**config.mk**
```make
export PLATFORM = sky130hd
export DESIGN_NAME = mouse_packet_cursor_tracker_flat
export DESIGN_NICKNAME = d
export VERILOG_FILES = /design/src/hdl/mpct_pkg.sv /design/src/hdl/mpct_in_if.sv /design/src/hdl/mpct_out_if.sv /design/src/hdl/mouse_packet_cursor_tracker.sv /design/src/flat_wrapper.sv
export SDC_FILE = /design/constraint.sdc
export NUM_CORES = 1
export LEC_CHECK = 0
export ABC_AREA = 1
export BUFFER_PORTS_ARGS = -buffer_cell sky130_fd_sc_hd__buf_4
export CORE_MARGIN = 2
export CORE_UTILIZATION = 40
export CTS_BUF_LIST = sky130_fd_sc_hd__clkbuf_16
export CTS_CLUSTER_SIZE = 8
export DETAILED_ROUTE_END_ITERATION = 10
export HOLD_SLACK_MARGIN = 0.1
export SYNTH_ARGS = -nofsm -noshare
export SYNTH_HDL_FRONTEND = slang
export SYNTH_SLANG_ARGS = --single-unit
```
**constraint.sdc**
```tcl
create_clock -name i_clk -period 7.4 [get_ports i_clk]
set_input_delay 0 -clock i_clk [delete_from_list [all_inputs] [get_ports i_clk]]
set_output_delay 0 -clock i_clk [all_outputs]
set_load 0.005 [all_outputs]
```
**src/hdl/mpct_pkg.sv**
```systemverilog
`timescale 1ns / 1ps
// ----------------------------------------------------------------------------
// mpct_pkg
// Shared types and constants of the mouse packet cursor tracker.
// ----------------------------------------------------------------------------
package mpct_pkg;

    localparam int unsigned COORD_W = 8;
    localparam int unsigned KIND_W  = 2;
    localparam int unsigned BTN_W   = 2;
    localparam int unsigned NUM_BTN = 3;
    localparam int unsigned MAX_EV  = NUM_BTN + 1;
    localparam int unsigned CNT_W   = $clog2(MAX_EV + 1);

    // event codes
    localparam logic [KIND_W-1:0] EV_MOVE    = 2'd0;
    localparam logic [KIND_W-1:0] EV_PRESS   = 2'd1;
    localparam logic [KIND_W-1:0] EV_RELEASE = 2'd2;

    // configuration register indexes
    localparam logic CFG_MAX_COLUMN = 1'b0;
    localparam logic CFG_MAX_ROW    = 1'b1;

    localparam logic [COORD_W-1:0] RESET_MAX_COLUMN = 8'd79;
    localparam logic [COORD_W-1:0] RESET_MAX_ROW    = 8'd24;
    localparam logic [COORD_W-1:0] RESET_COLUMN     = 8'd40;
    localparam logic [COORD_W-1:0] RESET_ROW        = 8'd12;

    typedef struct packed {
        logic [KIND_W-1:0]  event_kind;
        logic [BTN_W-1:0]   button_number;
        logic [COORD_W-1:0] old_column;
        logic [COORD_W-1:0] old_row;
        logic [COORD_W-1:0] new_column;
        logic [COORD_W-1:0] new_row;
        logic               last_event;
    } t_event;

endpackage

```
**src/hdl/mpct_in_if.sv**
```systemverilog
`timescale 1ns / 1ps
// ----------------------------------------------------------------------------
// mpct_in_if
// Byte channel from the controller: auxiliary flag and data byte.
// ----------------------------------------------------------------------------
interface mpct_in_if;
    logic       valid;
    logic       ready;
    logic       aux_flag;
    logic [7:0] data_byte;

    modport source (output valid, output aux_flag, output data_byte, input ready);
    modport sink   (input valid, input aux_flag, input data_byte, output ready);
endinterface

```
**src/hdl/mpct_out_if.sv**
```systemverilog
`timescale 1ns / 1ps
// ----------------------------------------------------------------------------
// mpct_out_if
// Event channel: move and button events with cursor positions.
// ----------------------------------------------------------------------------
interface mpct_out_if;
    logic                                valid;
    logic                                ready;
    logic [mpct_pkg::KIND_W-1:0]         event_kind;
    logic [mpct_pkg::BTN_W-1:0]          button_number;
    logic [mpct_pkg::COORD_W-1:0]        old_column;
    logic [mpct_pkg::COORD_W-1:0]        old_row;
    logic [mpct_pkg::COORD_W-1:0]        new_column;
    logic [mpct_pkg::COORD_W-1:0]        new_row;
    logic                                last_event;

    modport source (output valid, output event_kind, output button_number,
                    output old_column, output old_row, output new_column,
                    output new_row, output last_event, input ready);
    modport sink   (input valid, input event_kind, input button_number,
                    input old_column, input old_row, input new_column,
                    input new_row, input last_event, output ready);
endinterface

```
**src/hdl/mouse_packet_cursor_tracker.sv**
```systemverilog
`timescale 1ns / 1ps
// ----------------------------------------------------------------------------
// mouse_packet_cursor_tracker
// Assembles three-byte mouse packets and tracks a clamped cursor position.
// ----------------------------------------------------------------------------
// A byte is taken into an input register in any cycle that register is free,
// so bytes flow at one per cycle while no packet byte waits there. The third
// byte of a packet is decoded in a single pass into up to four events (one
// move, then a press or release per changed button) that load a four-entry
// event buffer when the byte leaves the input register; the buffer hands out
// one event per cycle while the event channel is ready. A packet byte that
// yields events waits in the input register until the buffer is empty or its
// last entry is leaving, so it can wait while the previous packet's events
// drain or the event channel stalls. Untagged bytes and the first two bytes
// of a packet never wait.
module mouse_packet_cursor_tracker (
    input  logic                         i_clk,
    input  logic                         i_rst_n,
    input  logic                         i_cfg_we,
    input  logic                         i_cfg_index,
    input  logic [mpct_pkg::COORD_W-1:0] i_cfg_data,
    mpct_in_if.sink                      i_byte,
    mpct_out_if.source                   o_event
);

    localparam int unsigned W  = mpct_pkg::COORD_W;
    localparam int unsigned NE = mpct_pkg::MAX_EV;
    localparam int unsigned CW = mpct_pkg::CNT_W;

    // configuration
    logic [W-1:0] r_max_column;
    logic [W-1:0] r_max_row;

    // input register
    logic         r_in_valid;
    logic         r_in_flag;
    logic [7:0]   r_in_data;

    // packet state
    logic [1:0]   r_byte_index;
    logic [7:0]   r_store0;
    logic [7:0]   r_store1;
    logic [W-1:0] r_column;
    logic [W-1:0] r_row;
    logic [2:0]   r_buttons;

    // event buffer, head at entry 0
    mpct_pkg::t_event r_ev [NE];
    logic [CW-1:0]    r_cnt;

    // decode
    logic                    final_byte;
    logic                    moved;
    logic signed [W+1:0]     col_sum;
    logic signed [W+1:0]     row_sum;
    logic [W-1:0]            n_column;
    logic [W-1:0]            n_row;
    logic [NE-1:0]           cand_v;
    mpct_pkg::t_event        cand [NE];
    mpct_pkg::t_event        packed_ev [NE];
    logic [CW-1:0]           n_events;
    logic                    pop;
    logic                    can_load;
    logic                    consume;

    always_comb begin
        final_byte = r_in_valid && r_in_flag && (r_byte_index >= 2'd2);
        moved      = (r_store1 != 8'd0) || (r_in_data != 8'd0);

        col_sum = $signed({2'b00, r_column}) + $signed({{2{r_store1[7]}}, r_store1});
        row_sum = $signed({2'b00, r_row}) - $signed({{2{r_in_data[7]}}, r_in_data});

        if (!moved) begin
            n_column = r_column;
        end else if (col_sum < 0) begin
            n_column = '0;
        end else if (col_sum[W:0] > {1'b0, r_max_column}) begin
            n_column = r_max_column;
        end else begin
            n_column = col_sum[W-1:0];
        end

        if (!moved) begin
            n_row = r_row;
        end else if (row_sum < 0) begin
            n_row = '0;
        end else if (row_sum[W:0] > {1'b0, r_max_row}) begin
            n_row = r_max_row;
        end else begin
            n_row = row_sum[W-1:0];
        end

        cand_v[0]              = moved;
        cand[0].event_kind     = mpct_pkg::EV_MOVE;
        cand[0].button_number  = '0;
        cand[0].old_column     = r_column;
        cand[0].old_row        = r_row;
        cand[0].new_column     = n_column;
        cand[0].new_row        = n_row;
        cand[0].last_event     = 1'b0;
        for (int b = 0; b < mpct_pkg::NUM_BTN; b++) begin
            cand_v[b+1]             = r_store0[b] != r_buttons[b];
            cand[b+1].event_kind    = r_buttons[b] ? mpct_pkg::EV_RELEASE
                                                   : mpct_pkg::EV_PRESS;
            cand[b+1].button_number = mpct_pkg::BTN_W'(b + 1);
            cand[b+1].old_column    = n_column;
            cand[b+1].old_row       = n_row;
            cand[b+1].new_column    = n_column;
            cand[b+1].new_row       = n_row;
            cand[b+1].last_event    = 1'b0;
        end

        // last flag: no later candidate present
        for (int j = 0; j < NE; j++) begin
            cand[j].last_event = cand_v[j] && ((cand_v >> (j + 1)) == '0);
        end

        // compact present candidates to the front
        n_events = '0;
        for (int j = 0; j < NE; j++) begin
            packed_ev[j] = cand[j];
        end
        for (int j = 0; j < NE; j++) begin
            if (cand_v[j]) begin
                packed_ev[n_events[CW-2:0]] = cand[j];
                n_events = n_events + 1'b1;
            end
        end
        if (!final_byte) begin
            n_events = '0;
        end

        pop      = o_event.valid && o_event.ready;
        can_load = (r_cnt == '0) || ((r_cnt == CW'(1)) && pop);
        consume  = r_in_valid && ((n_events == '0) || can_load);
    end

    assign i_byte.ready = !r_in_valid || consume;

    assign o_event.valid         = r_cnt != '0;
    assign o_event.event_kind    = r_ev[0].event_kind;
    assign o_event.button_number = r_ev[0].button_number;
    assign o_event.old_column    = r_ev[0].old_column;
    assign o_event.old_row       = r_ev[0].old_row;
    assign o_event.new_column    = r_ev[0].new_column;
    assign o_event.new_row       = r_ev[0].new_row;
    assign o_event.last_event    = r_ev[0].last_event;

    always_ff @(posedge i_clk) begin
        if (!i_rst_n) begin
            r_max_column <= mpct_pkg::RESET_MAX_COLUMN;
            r_max_row    <= mpct_pkg::RESET_MAX_ROW;
        end else if (i_cfg_we) begin
            unique case (i_cfg_index)
                mpct_pkg::CFG_MAX_COLUMN: r_max_column <= i_cfg_data;
                mpct_pkg::CFG_MAX_ROW:    r_max_row    <= i_cfg_data;
                default:                  r_max_row    <= r_max_row;
            endcase
        end
    end

    always_ff @(posedge i_clk) begin
        if (!i_rst_n) begin
            r_in_valid <= 1'b0;
        end else if (i_byte.valid && i_byte.ready) begin
            r_in_valid <= 1'b1;
        end else if (consume) begin
            r_in_valid <= 1'b0;
        end
    end

    always_ff @(posedge i_clk) begin
        if (i_byte.valid && i_byte.ready) begin
            r_in_flag <= i_byte.aux_flag;
            r_in_data <= i_byte.data_byte;
        end
    end

    always_ff @(posedge i_clk) begin
        if (!i_rst_n) begin
            r_byte_index <= '0;
            r_column     <= mpct_pkg::RESET_COLUMN;
            r_row        <= mpct_pkg::RESET_ROW;
            r_buttons    <= '0;
        end else if (consume && r_in_flag) begin
            if (final_byte) begin
                r_byte_index <= '0;
                r_column     <= n_column;
                r_row        <= n_row;
                r_buttons    <= r_store0[2:0];
            end else begin
                r_byte_index <= r_byte_index + 2'd1;
            end
        end
    end

    always_ff @(posedge i_clk) begin
        if (consume && r_in_flag && !final_byte) begin
            if (r_byte_index == 2'd0) begin
                r_store0 <= r_in_data;
            end else begin
                r_store1 <= r_in_data;
            end
        end
    end

    always_ff @(posedge i_clk) begin
        if (!i_rst_n) begin
            r_cnt <= '0;
        end else if (consume && (n_events != '0)) begin
            r_cnt <= n_events;
        end else if (pop) begin
            r_cnt <= r_cnt - 1'b1;
        end
    end

    always_ff @(posedge i_clk) begin
        if (consume && (n_events != '0)) begin
            for (int j = 0; j < NE; j++) begin
                r_ev[j] <= packed_ev[j];
            end
        end else if (pop) begin
            for (int j = 0; j < NE - 1; j++) begin
                r_ev[j] <= r_ev[j+1];
            end
        end
    end

endmodule
```
**src/flat_wrapper.sv**
```systemverilog
// flat-port wrapper written by rule: the top's interface ports become plain ports
module mouse_packet_cursor_tracker_flat 
  (i_clk, i_rst_n, i_cfg_we, i_cfg_index, i_cfg_data, i_byte_valid, i_byte_aux_flag, i_byte_data_byte, i_byte_ready, o_event_valid, o_event_event_kind, o_event_button_number, o_event_old_column, o_event_old_row, o_event_new_column, o_event_new_row, o_event_last_event, o_event_ready);
  mpct_in_if i_byte_i ();
  mpct_out_if o_event_i ();
  input  logic i_clk;
  input  logic i_rst_n;
  input  logic i_cfg_we;
  input  logic i_cfg_index;
  input  logic [mpct_pkg::COORD_W-1:0] i_cfg_data;
  input wire logic [$bits(i_byte_i.valid)-1:0] i_byte_valid;
  input wire logic [$bits(i_byte_i.aux_flag)-1:0] i_byte_aux_flag;
  input wire logic [$bits(i_byte_i.data_byte)-1:0] i_byte_data_byte;
  output wire logic [$bits(i_byte_i.ready)-1:0] i_byte_ready;
  output wire logic [$bits(o_event_i.valid)-1:0] o_event_valid;
  output wire logic [$bits(o_event_i.event_kind)-1:0] o_event_event_kind;
  output wire logic [$bits(o_event_i.button_number)-1:0] o_event_button_number;
  output wire logic [$bits(o_event_i.old_column)-1:0] o_event_old_column;
  output wire logic [$bits(o_event_i.old_row)-1:0] o_event_old_row;
  output wire logic [$bits(o_event_i.new_column)-1:0] o_event_new_column;
  output wire logic [$bits(o_event_i.new_row)-1:0] o_event_new_row;
  output wire logic [$bits(o_event_i.last_event)-1:0] o_event_last_event;
  input wire logic [$bits(o_event_i.ready)-1:0] o_event_ready;
  assign i_byte_i.valid = i_byte_valid;
  assign i_byte_i.aux_flag = i_byte_aux_flag;
  assign i_byte_i.data_byte = i_byte_data_byte;
  assign i_byte_ready = i_byte_i.ready;
  assign o_event_valid = o_event_i.valid;
  assign o_event_event_kind = o_event_i.event_kind;
  assign o_event_button_number = o_event_i.button_number;
  assign o_event_old_column = o_event_i.old_column;
  assign o_event_old_row = o_event_i.old_row;
  assign o_event_new_column = o_event_i.new_column;
  assign o_event_new_row = o_event_i.new_row;
  assign o_event_last_event = o_event_i.last_event;
  assign o_event_i.ready = o_event_ready;
  mouse_packet_cursor_tracker u_core (.i_clk(i_clk), .i_rst_n(i_rst_n), .i_cfg_we(i_cfg_we), .i_cfg_index(i_cfg_index), .i_cfg_data(i_cfg_data), .i_byte(i_byte_i), .o_event(o_event_i));
endmodule
```
==> results.sh, run 1 <==
export IMPL_crit_required_ns=7.46
export IMPL_criticalPathCategory="reg2reg"
export IMPL_fin_crit_sh=0.644
export IMPL_grt_overflow_total=0
export IMPL_viasPerCell=4.87
export IMPL_power_density_mw_per_mm2=289
export IMPL_ys_types=40
export IMPL_htree_levels=4
export IMPL_n_fill_cell=2028
export IMPL_start_kind="register"
export IMPL_grt_pass1_vias=5909
export IMPL_maxCapViolations=0
export IMPL_final_setup_tns_ns=0
export IMPL_synth_seq_area_share=0.503
export IMPL_drtPass1Iterations=5
export IMPL_die_area_sq_mm=0.0229
export IMPL_cts_sinks=159
export IMPL_leakage_nw=4.52
export IMPL_grt_usage=0.171
export IMPL_yosysWarnings=0
export IMPL_ys_ff_latch=159
export IMPL_synth_area_leaders="edfxtp_1 41%, nand2_1 14%, dfxtp_1 9.5%, ha_1 6.8%, inv_1 4.8%"
export IMPL_antenna_found_initial=0
export IMPL_reg2reg_slack_ns=2.64
export IMPL_final_cell_mix="326 x nand2_1, 118 x edfxtp_1, 112 x inv_1"
export IMPL_fin_ws_ns=2.64
export IMPL_cts_root_buffer="clkbuf_16"
export IMPL_wl_per_cell_microns=13.9
export IMPL_outcome="completed"
export IMPL_regArea_sq_mm=0.00436
export IMPL_nets=1127
export IMPL_r2r_start="u_core.r_in_data[7]$_DFFE_PP_"
export IMPL_worst_pin_slew_ns=0.969
export IMPL_grt_use_met3=0.0358
export IMPL_r2r_worst_path_cells=19
export IMPL_hold_path_cell_count=3
export IMPL_grt_pass1_wl_mm=30.3
export IMPL_num_rows=53
export IMPL_insertion_delay_ns=0.43
export IMPL_yosys_area_top_type_share=0.409
export IMPL_drc=0
export IMPL_antennaDiodeCount=0
export IMPL_multi_input_area_sq_mm=0.00344
export IMPL_io_buffers=61
export IMPL_fmax_mhz=210
export IMPL_synth_top_cell_by_area="edfxtp_1"
export IMPL_grtUsageMet1=0.242
export IMPL_core_area_sq_mm=0.0212
export IMPL_hpwl_mm=13.8
export IMPL_syn_nets=1075
export IMPL_layout_drive_gt1_share=0.114
export IMPL_r2r_end="u_core.r_ev[0][98]$_DFFE_PP_"
export IMPL_clk_path_buf_depth=2
export IMPL_holdWs_ns=0.119
export IMPL_mostFrequentLayoutCell="nand2_1"
export IMPL_place_ws_ns=2.59
export IMPL_endpoint_kind="register"
export IMPL_critPathMaxFanout=45
export IMPL_ioPinCount=62
export IMPL_synth_async_reset_ratio=0
export IMPL_cts_buffers=17
export IMPL_fp_dieH_microns=151
export IMPL_peakVddDrop_uv=198
export IMPL_max_slew_margin=0.352
export IMPL_netlist_instances=1003
export IMPL_hp_start="i_cfg_we"
export IMPL_min_period_ns=4.76
export IMPL_first_iter_violations=530
export IMPL_synth_main_ff_cell="edfxtp_1"
export IMPL_die_x_microns=151
export IMPL_drv_slew=0
export IMPL_initial_core_util=0.410
export IMPL_top_usage_layer="met2"
export IMPL_avgSynthCellArea_sq_um=8.64
export IMPL_final_area_sq_mm=0.00994
export IMPL_hp_class="in2reg"
export IMPL_whs_endpoint="u_core.r_max_row[2]$_SDFFE_PN0P_"
export IMPL_num_vias=6540
export IMPL_synth_edf_count=118
export IMPL_post_dp_cell_area_sq_mm=0.00908
export IMPL_place_congestion=0.883
export IMPL_postRouteAntennaNets=0
export IMPL_worstPathArrival_ns=4.83
export IMPL_syn_to_final_growth_pct=14.6
export IMPL_cts_tree="yes"
export IMPL_grt_max_degree=81
export IMPL_synth_area_sq_mm=0.00867
export IMPL_drt_total_wl_mm=18.7
export IMPL_rsz0062_at_grt="false"
export IMPL_setup_viol=0
export IMPL_use_met2=0.262
export IMPL_fin_skew_ns=0.0128
export IMPL_path_clk_slew_ns=0.07
export IMPL_hold_viol=0
[state kept, by name, summed over array words and instances, names as in the netlist]
signal / cells
u_core.r_buttons: 3
u_core.r_byte_index: 2
u_core.r_cnt: 3
u_core.r_column: 8
u_core.r_ev: 98
u_core.r_in_data: 8
u_core.r_in_flag: 1
u_core.r_in_valid: 1
u_core.r_max_column: 8
u_core.r_max_row: 8
u_core.r_row: 8
u_core.r_store0: 3
u_core.r_store1: 8
[critical path: stages (launching register included)]
cell and delay (ns):
edfxtp_1 0.40, inv_1 0.10, nand4_1 0.10, nor4_1 0.05
nand2_1 0.39, clkinv_1 0.63, ha_1 0.45, nand2_2 0.13
o21ai_2 0.10, inv_1 0.08, ha_1 0.13, inv_1 0.06
ha_1 0.27, nand2_1 0.06, nand3_2 0.10, nand3_4 0.11
nand2_4 0.11, nand3_4 0.14, nand2_4 0.39, buf_4 0.56
[through the flow]
step	utilization	total power, mW	cells
floorplan	-	1.94	1003
global placement	0.429	2.06	1279
detailed placement	0.429	2.07	1279
CTS	0.470	2.90	1343
global route	0.470	3.05	1343
finish	0.470	2.87	1343
[synthesized netlist by cell type, types with 2 or more instances]
cell type	number
nand2_1	327
edfxtp_1	118
inv_1	112
nand3_1	63
nor2_1	61
ha_1	47
a21oi_1	41
dfxtp_1	41
buf_4	39
o21ai_0	24
nand4_1	18
clkbuf_1	11
xor2_1	10
buf_2	8
inv_2	8
nand3_2	7
o211ai_1	7
o21a_1	7
nand2_2	6
o21ai_1	6
nor3_1	5
a31oi_1	3
buf_6	3
o22ai_1	3
or2_1	3
xnor2_1	3
fa_1	2
nand2_4	2
nand3_4	2
nand3b_1	2
nor4_1	2
o21ai_2	2
o21bai_1	2
or2_2	2
[where the power goes]
part | switching (mW) | total [mW] | internal (mW)
Clock | 0.383 | 0.816 | 0.433
Combinational | 0.473 | 0.735 | 0.262
Sequential | 0.0520 | 1.32 | 1.26
Total | 0.908 | 2.87 | 1.96
[routing by layer]
metal / vias up / routed length, microns
li1: 3365 / -
met3: 26 / 1010
met1: 2976 / 9050
met4: 0 / 372
met2: 173 / 8230
met5: - / 0
[area by class of cell]
| type | instances | share of cell area |
|---|---|---|
| Multi-Input combinational cell | 661 | 0.347 |
| Timing Repair Buffer | 94 | 0.0791 |
| Sequential cell | 159 | 0.439 |
| Clock inverter | 15 | 0.0113 |
| Tap cell | 275 | 0.0346 |
| Inverter | 122 | 0.0463 |
| Clock buffer | 17 | 0.0428 |
[logic make-up (layout without fill, tap and decap cells)]
logic type | count (synthesis) | after routing | share of synthesized area
compound gates | 98 | 98 | 0.0639
xor+xnor | 13 | 13 | 0.0131
fa+ha+maj | 49 | 49 | 0.0725
buf+inv | 183 | 248 | 0.100
flops | 159 | 159 | 0.503
simple gates | 501 | 501 | 0.247
[timing repair]
action | CTS | global route
endpoints found under the hold margin | 39 | 0
buffers inserted | 0 | 0
gates resized for setup | 0 | 0
hold buffers | 32 | 0
[worst max path at each step]
stage / from / end / slack, ns / cells after the start
after global routing: u_core.r_in_data[1]$_DFFE_PP_ / u_core.r_ev[0][25]$_DFFE_PP_ / 2.24 / 22
after CTS: u_core.r_in_data[7]$_DFFE_PP_ / u_core.r_ev[0][98]$_DFFE_PP_ / 2.61 / 19
final: u_core.r_in_data[7]$_DFFE_PP_ / u_core.r_ev[0][98]$_DFFE_PP_ / 2.64 / 19
after global placement: u_core.r_in_data[7]$_DFFE_PP_ / u_core.r_ev[0][98]$_DFFE_PP_ / 2.73 / 19
after detailed placement: u_core.r_in_data[7]$_DFFE_PP_ / u_core.r_ev[0][98]$_DFFE_PP_ / 2.59 / 19
after floorplan: u_core.r_in_data[7]$_DFFE_PP_ / u_core.r_cnt[2]$_SDFFE_PN0P_ / 2.51 / 21
Note: power is estimated with default switching activity, not from simulation.
==> run 2: changes to the inputs <==
==> constraint.sdc (replaced) <==
create_clock -name i_clk -period 4.7 [get_ports i_clk]
set_input_delay 0 -clock i_clk [delete_from_list [all_inputs] [get_ports i_clk]]
set_output_delay 0 -clock i_clk [all_outputs]
set_load 0.005 [all_outputs]
==> run 2 against run 1 <==
Net effect: clock power increased by 91%; die area unchanged; via count decreased by 0.89%; sequential share of layout area decreased by 0.98 points; non-clock buffer count increased by 10; register-to-register slack got worse by 2.0 ns; combinational power increased by 73%; critical endpoint is now u_core.r_ev[0][25]$_DFFE_PP_; utilization increased by 1.1 points; first-iteration DRC count decreased by 17%; clock skew increased by 0.0062 ns; fmax increased by 16%; cell count increased by 0.67%.
==> results.sh, run 2 (synthesis results as in run 1) <==
export IMPL_die_area_sq_mm=0.0229
export IMPL_initial_core_util=0.410
export IMPL_largest_register="u_core.r_ev"
export IMPL_critical_path_slowest_cell="ha_1"
export IMPL_grt_pass1_vias=6214
export IMPL_start_kind="register"
export IMPL_endpoint_kind="register"
export IMPL_antenna_found_initial=0
export IMPL_drv_slew=0
export IMPL_final_cell_mix="326 x nand2_1, 118 x edfxtp_1, 114 x inv_1"
export IMPL_grt_usage=0.176
export IMPL_grt_max_degree=39
export IMPL_utilization=0.480
export IMPL_maxCapViolations=0
export IMPL_cts_buffers=17
export IMPL_grt_overflow_total=0
export IMPL_io_buffers=61
export IMPL_whs_endpoint="u_core.r_max_row[1]$_SDFFE_PN0P_"
export IMPL_hold_viol=0
export IMPL_crit_required_ns=4.88
export IMPL_cts_resized=0
export IMPL_layout_drive_gt1_share=0.123
export IMPL_ioPinCount=62
export IMPL_reg2reg_slack_ns=0.59
export IMPL_n_fill_cell=1980
export IMPL_drt_total_wl_mm=18.9
export IMPL_holdBufCountCts=32
export IMPL_hold_path_cell_count=3
export IMPL_hpwl_mm=14.0
export IMPL_peakVddDrop_uv=271
export IMPL_nets=1137
export IMPL_wl_per_cell_microns=14.0
export IMPL_worst_pin_slew_ns=1.01
export IMPL_hp_start="i_cfg_we"
export IMPL_r2r_end="u_core.r_ev[0][25]$_DFFE_PP_"
export IMPL_antennaDiodeCount=0
export IMPL_place_congestion=0.912
export IMPL_fin_skew_ns=0.0189
export IMPL_clk_path_buf_depth=2
export IMPL_fp_dieH_microns=151
export IMPL_total_power_mw=4.89
export IMPL_multi_input_area_sq_mm=0.00344
export IMPL_post_cts_buffers=0
export IMPL_criticalPathCategory="reg2reg"
export IMPL_min_period_ns=4.11
export IMPL_regArea_sq_mm=0.00436
export IMPL_syn_to_final_growth_pct=17.2
export IMPL_hp_class="in2reg"
export IMPL_worstPathArrival_ns=4.29
export IMPL_cts_tree="yes"
export IMPL_outcome="completed"
export IMPL_rsz0062_at_grt="false"
export IMPL_fin_crit_sh=0.874
export IMPL_crit_family="simple AND/OR/NAND/NOR gates"
export IMPL_slowest_delay_ns=0.45
export IMPL_r2r_start="u_core.r_in_data[7]$_DFFE_PP_"
export IMPL_num_vias=6482
export IMPL_power_density_mw_per_mm2=481
export IMPL_r2r_worst_path_cells=23
export IMPL_die_x_microns=151
export IMPL_first_iter_violations=441
export IMPL_fmax_mhz=243
export IMPL_cts_sinks=159
export IMPL_leakage_nw=4.65
export IMPL_mostFrequentLayoutCell="nand2_1"
export IMPL_setup_viol=0
export IMPL_grt_pass1_wl_mm=31.5
export IMPL_critPathBufInv=6
export IMPL_drtPass1Iterations=5
export IMPL_postRouteAntennaNets=0
export IMPL_drc=0
export IMPL_critPathMaxFanout=38
export IMPL_final_setup_tns_ns=0
export IMPL_insertion_delay_ns=0.42
export IMPL_path_clk_slew_ns=0.07
export IMPL_cts_root_buffer="clkbuf_16"
export IMPL_crit_top_cell="nand2_1"
export IMPL_htree_levels=4
export IMPL_path_cells="inv_1 -> nand4_1 -> nor4_1 -> nand2_1 -> ha_1 -> inv_1 -> nand2_1 -> nand2_2 -> inv_2 -> ha_1 -> inv_1 -> ha_1 -> nand2_1 -> nand3_2 -> nand3_4 -> nand2_4 -> nand3_4 -> nand2_4 -> inv_4 -> buf_12 -> nor2_1 -> nand2_1 -> nand2_1"
export IMPL_num_rows=53
export IMPL_largest_reg_flops=98
export IMPL_max_slew_margin=0.323
export IMPL_core_area_sq_mm=0.0212
export IMPL_viasPerCell=4.79
-- run 2: changes by cell type in the layout (fill, tap and decap cells not counted), sizes merged --
cell and change:
inv -2, buf +10, clkinvlp -3, clkinv -2
bufinv +6
-- run 2: area by class of cell --
cell class	count	share of cell area
Clock inverter	14	0.0235
Sequential cell	159	0.429
Clock buffer	17	0.0419
Tap cell	275	0.0339
Multi-Input combinational cell	661	0.339
Timing Repair Buffer	104	0.0872
Inverter	122	0.0453
-- run 2: layer usage --
metal,global-route usage,share of wire,wire (microns),vias to the layer above
met1,0.251,0.49,9270,2917
met2,0.269,0.44,8390,152
met5,0,0,0,-
li1,-,-,-,3387
met3,0.0334,0.046,867,26
met4,0.0607,0.018,349,0
-- run 2: tightest hold or removal path: cells and delay by family --
family	cells	cell delay (ns)
AND/OR/NAND/NOR	1	0.22
AO/OA/AOI/OAI	1	0.21
buffers and inverters	1	0.08
-- run 2: where the power goes --
group / internal (mW) / switching, mW
sequential: 1.99 / 0.0808
combinational: 0.472 / 0.793
clock: 0.995 / 0.560
total: 3.46 / 1.43
-- run 2: how the worst max path moves through the flow --
stage / start / end / slack [ns] / cells after the start
finish: u_core.r_in_data[7]$_DFFE_PP_ / u_core.r_ev[0][25]$_DFFE_PP_ / 0.59 / 23
global route: u_core.r_in_data[7]$_DFFE_PP_ / u_core.r_ev[0][26]$_DFFE_PP_ / 0.27 / 23
CTS: u_core.r_in_data[7]$_DFFE_PP_ / u_core.r_ev[0][25]$_DFFE_PP_ / 0.61 / 23
detailed placement: u_core.r_in_data[7]$_DFFE_PP_ / u_core.r_ev[0][25]$_DFFE_PP_ / 0.63 / 23
global placement: u_core.r_in_data[7]$_DFFE_PP_ / u_core.r_ev[0][25]$_DFFE_PP_ / 0.73 / 23
floorplan: u_core.r_in_data[7]$_DFFE_PP_ / u_core.r_ev[0][0]$_DFFE_PP_ / 0.56 / 17
-- run 2: metrics by stage --
step	std cells	area, sq um	hold WS (ns)	setup WS [ns]
finish	1352	10200	0.117	0.590
global route	1352	10200	0.179	0.272
CTS	1352	10200	0.114	0.606
detailed placement	1289	9180	0.180	0.635
global placement	1289	9180	0.179	0.728
floorplan	1003	8670	0.0989	0.563
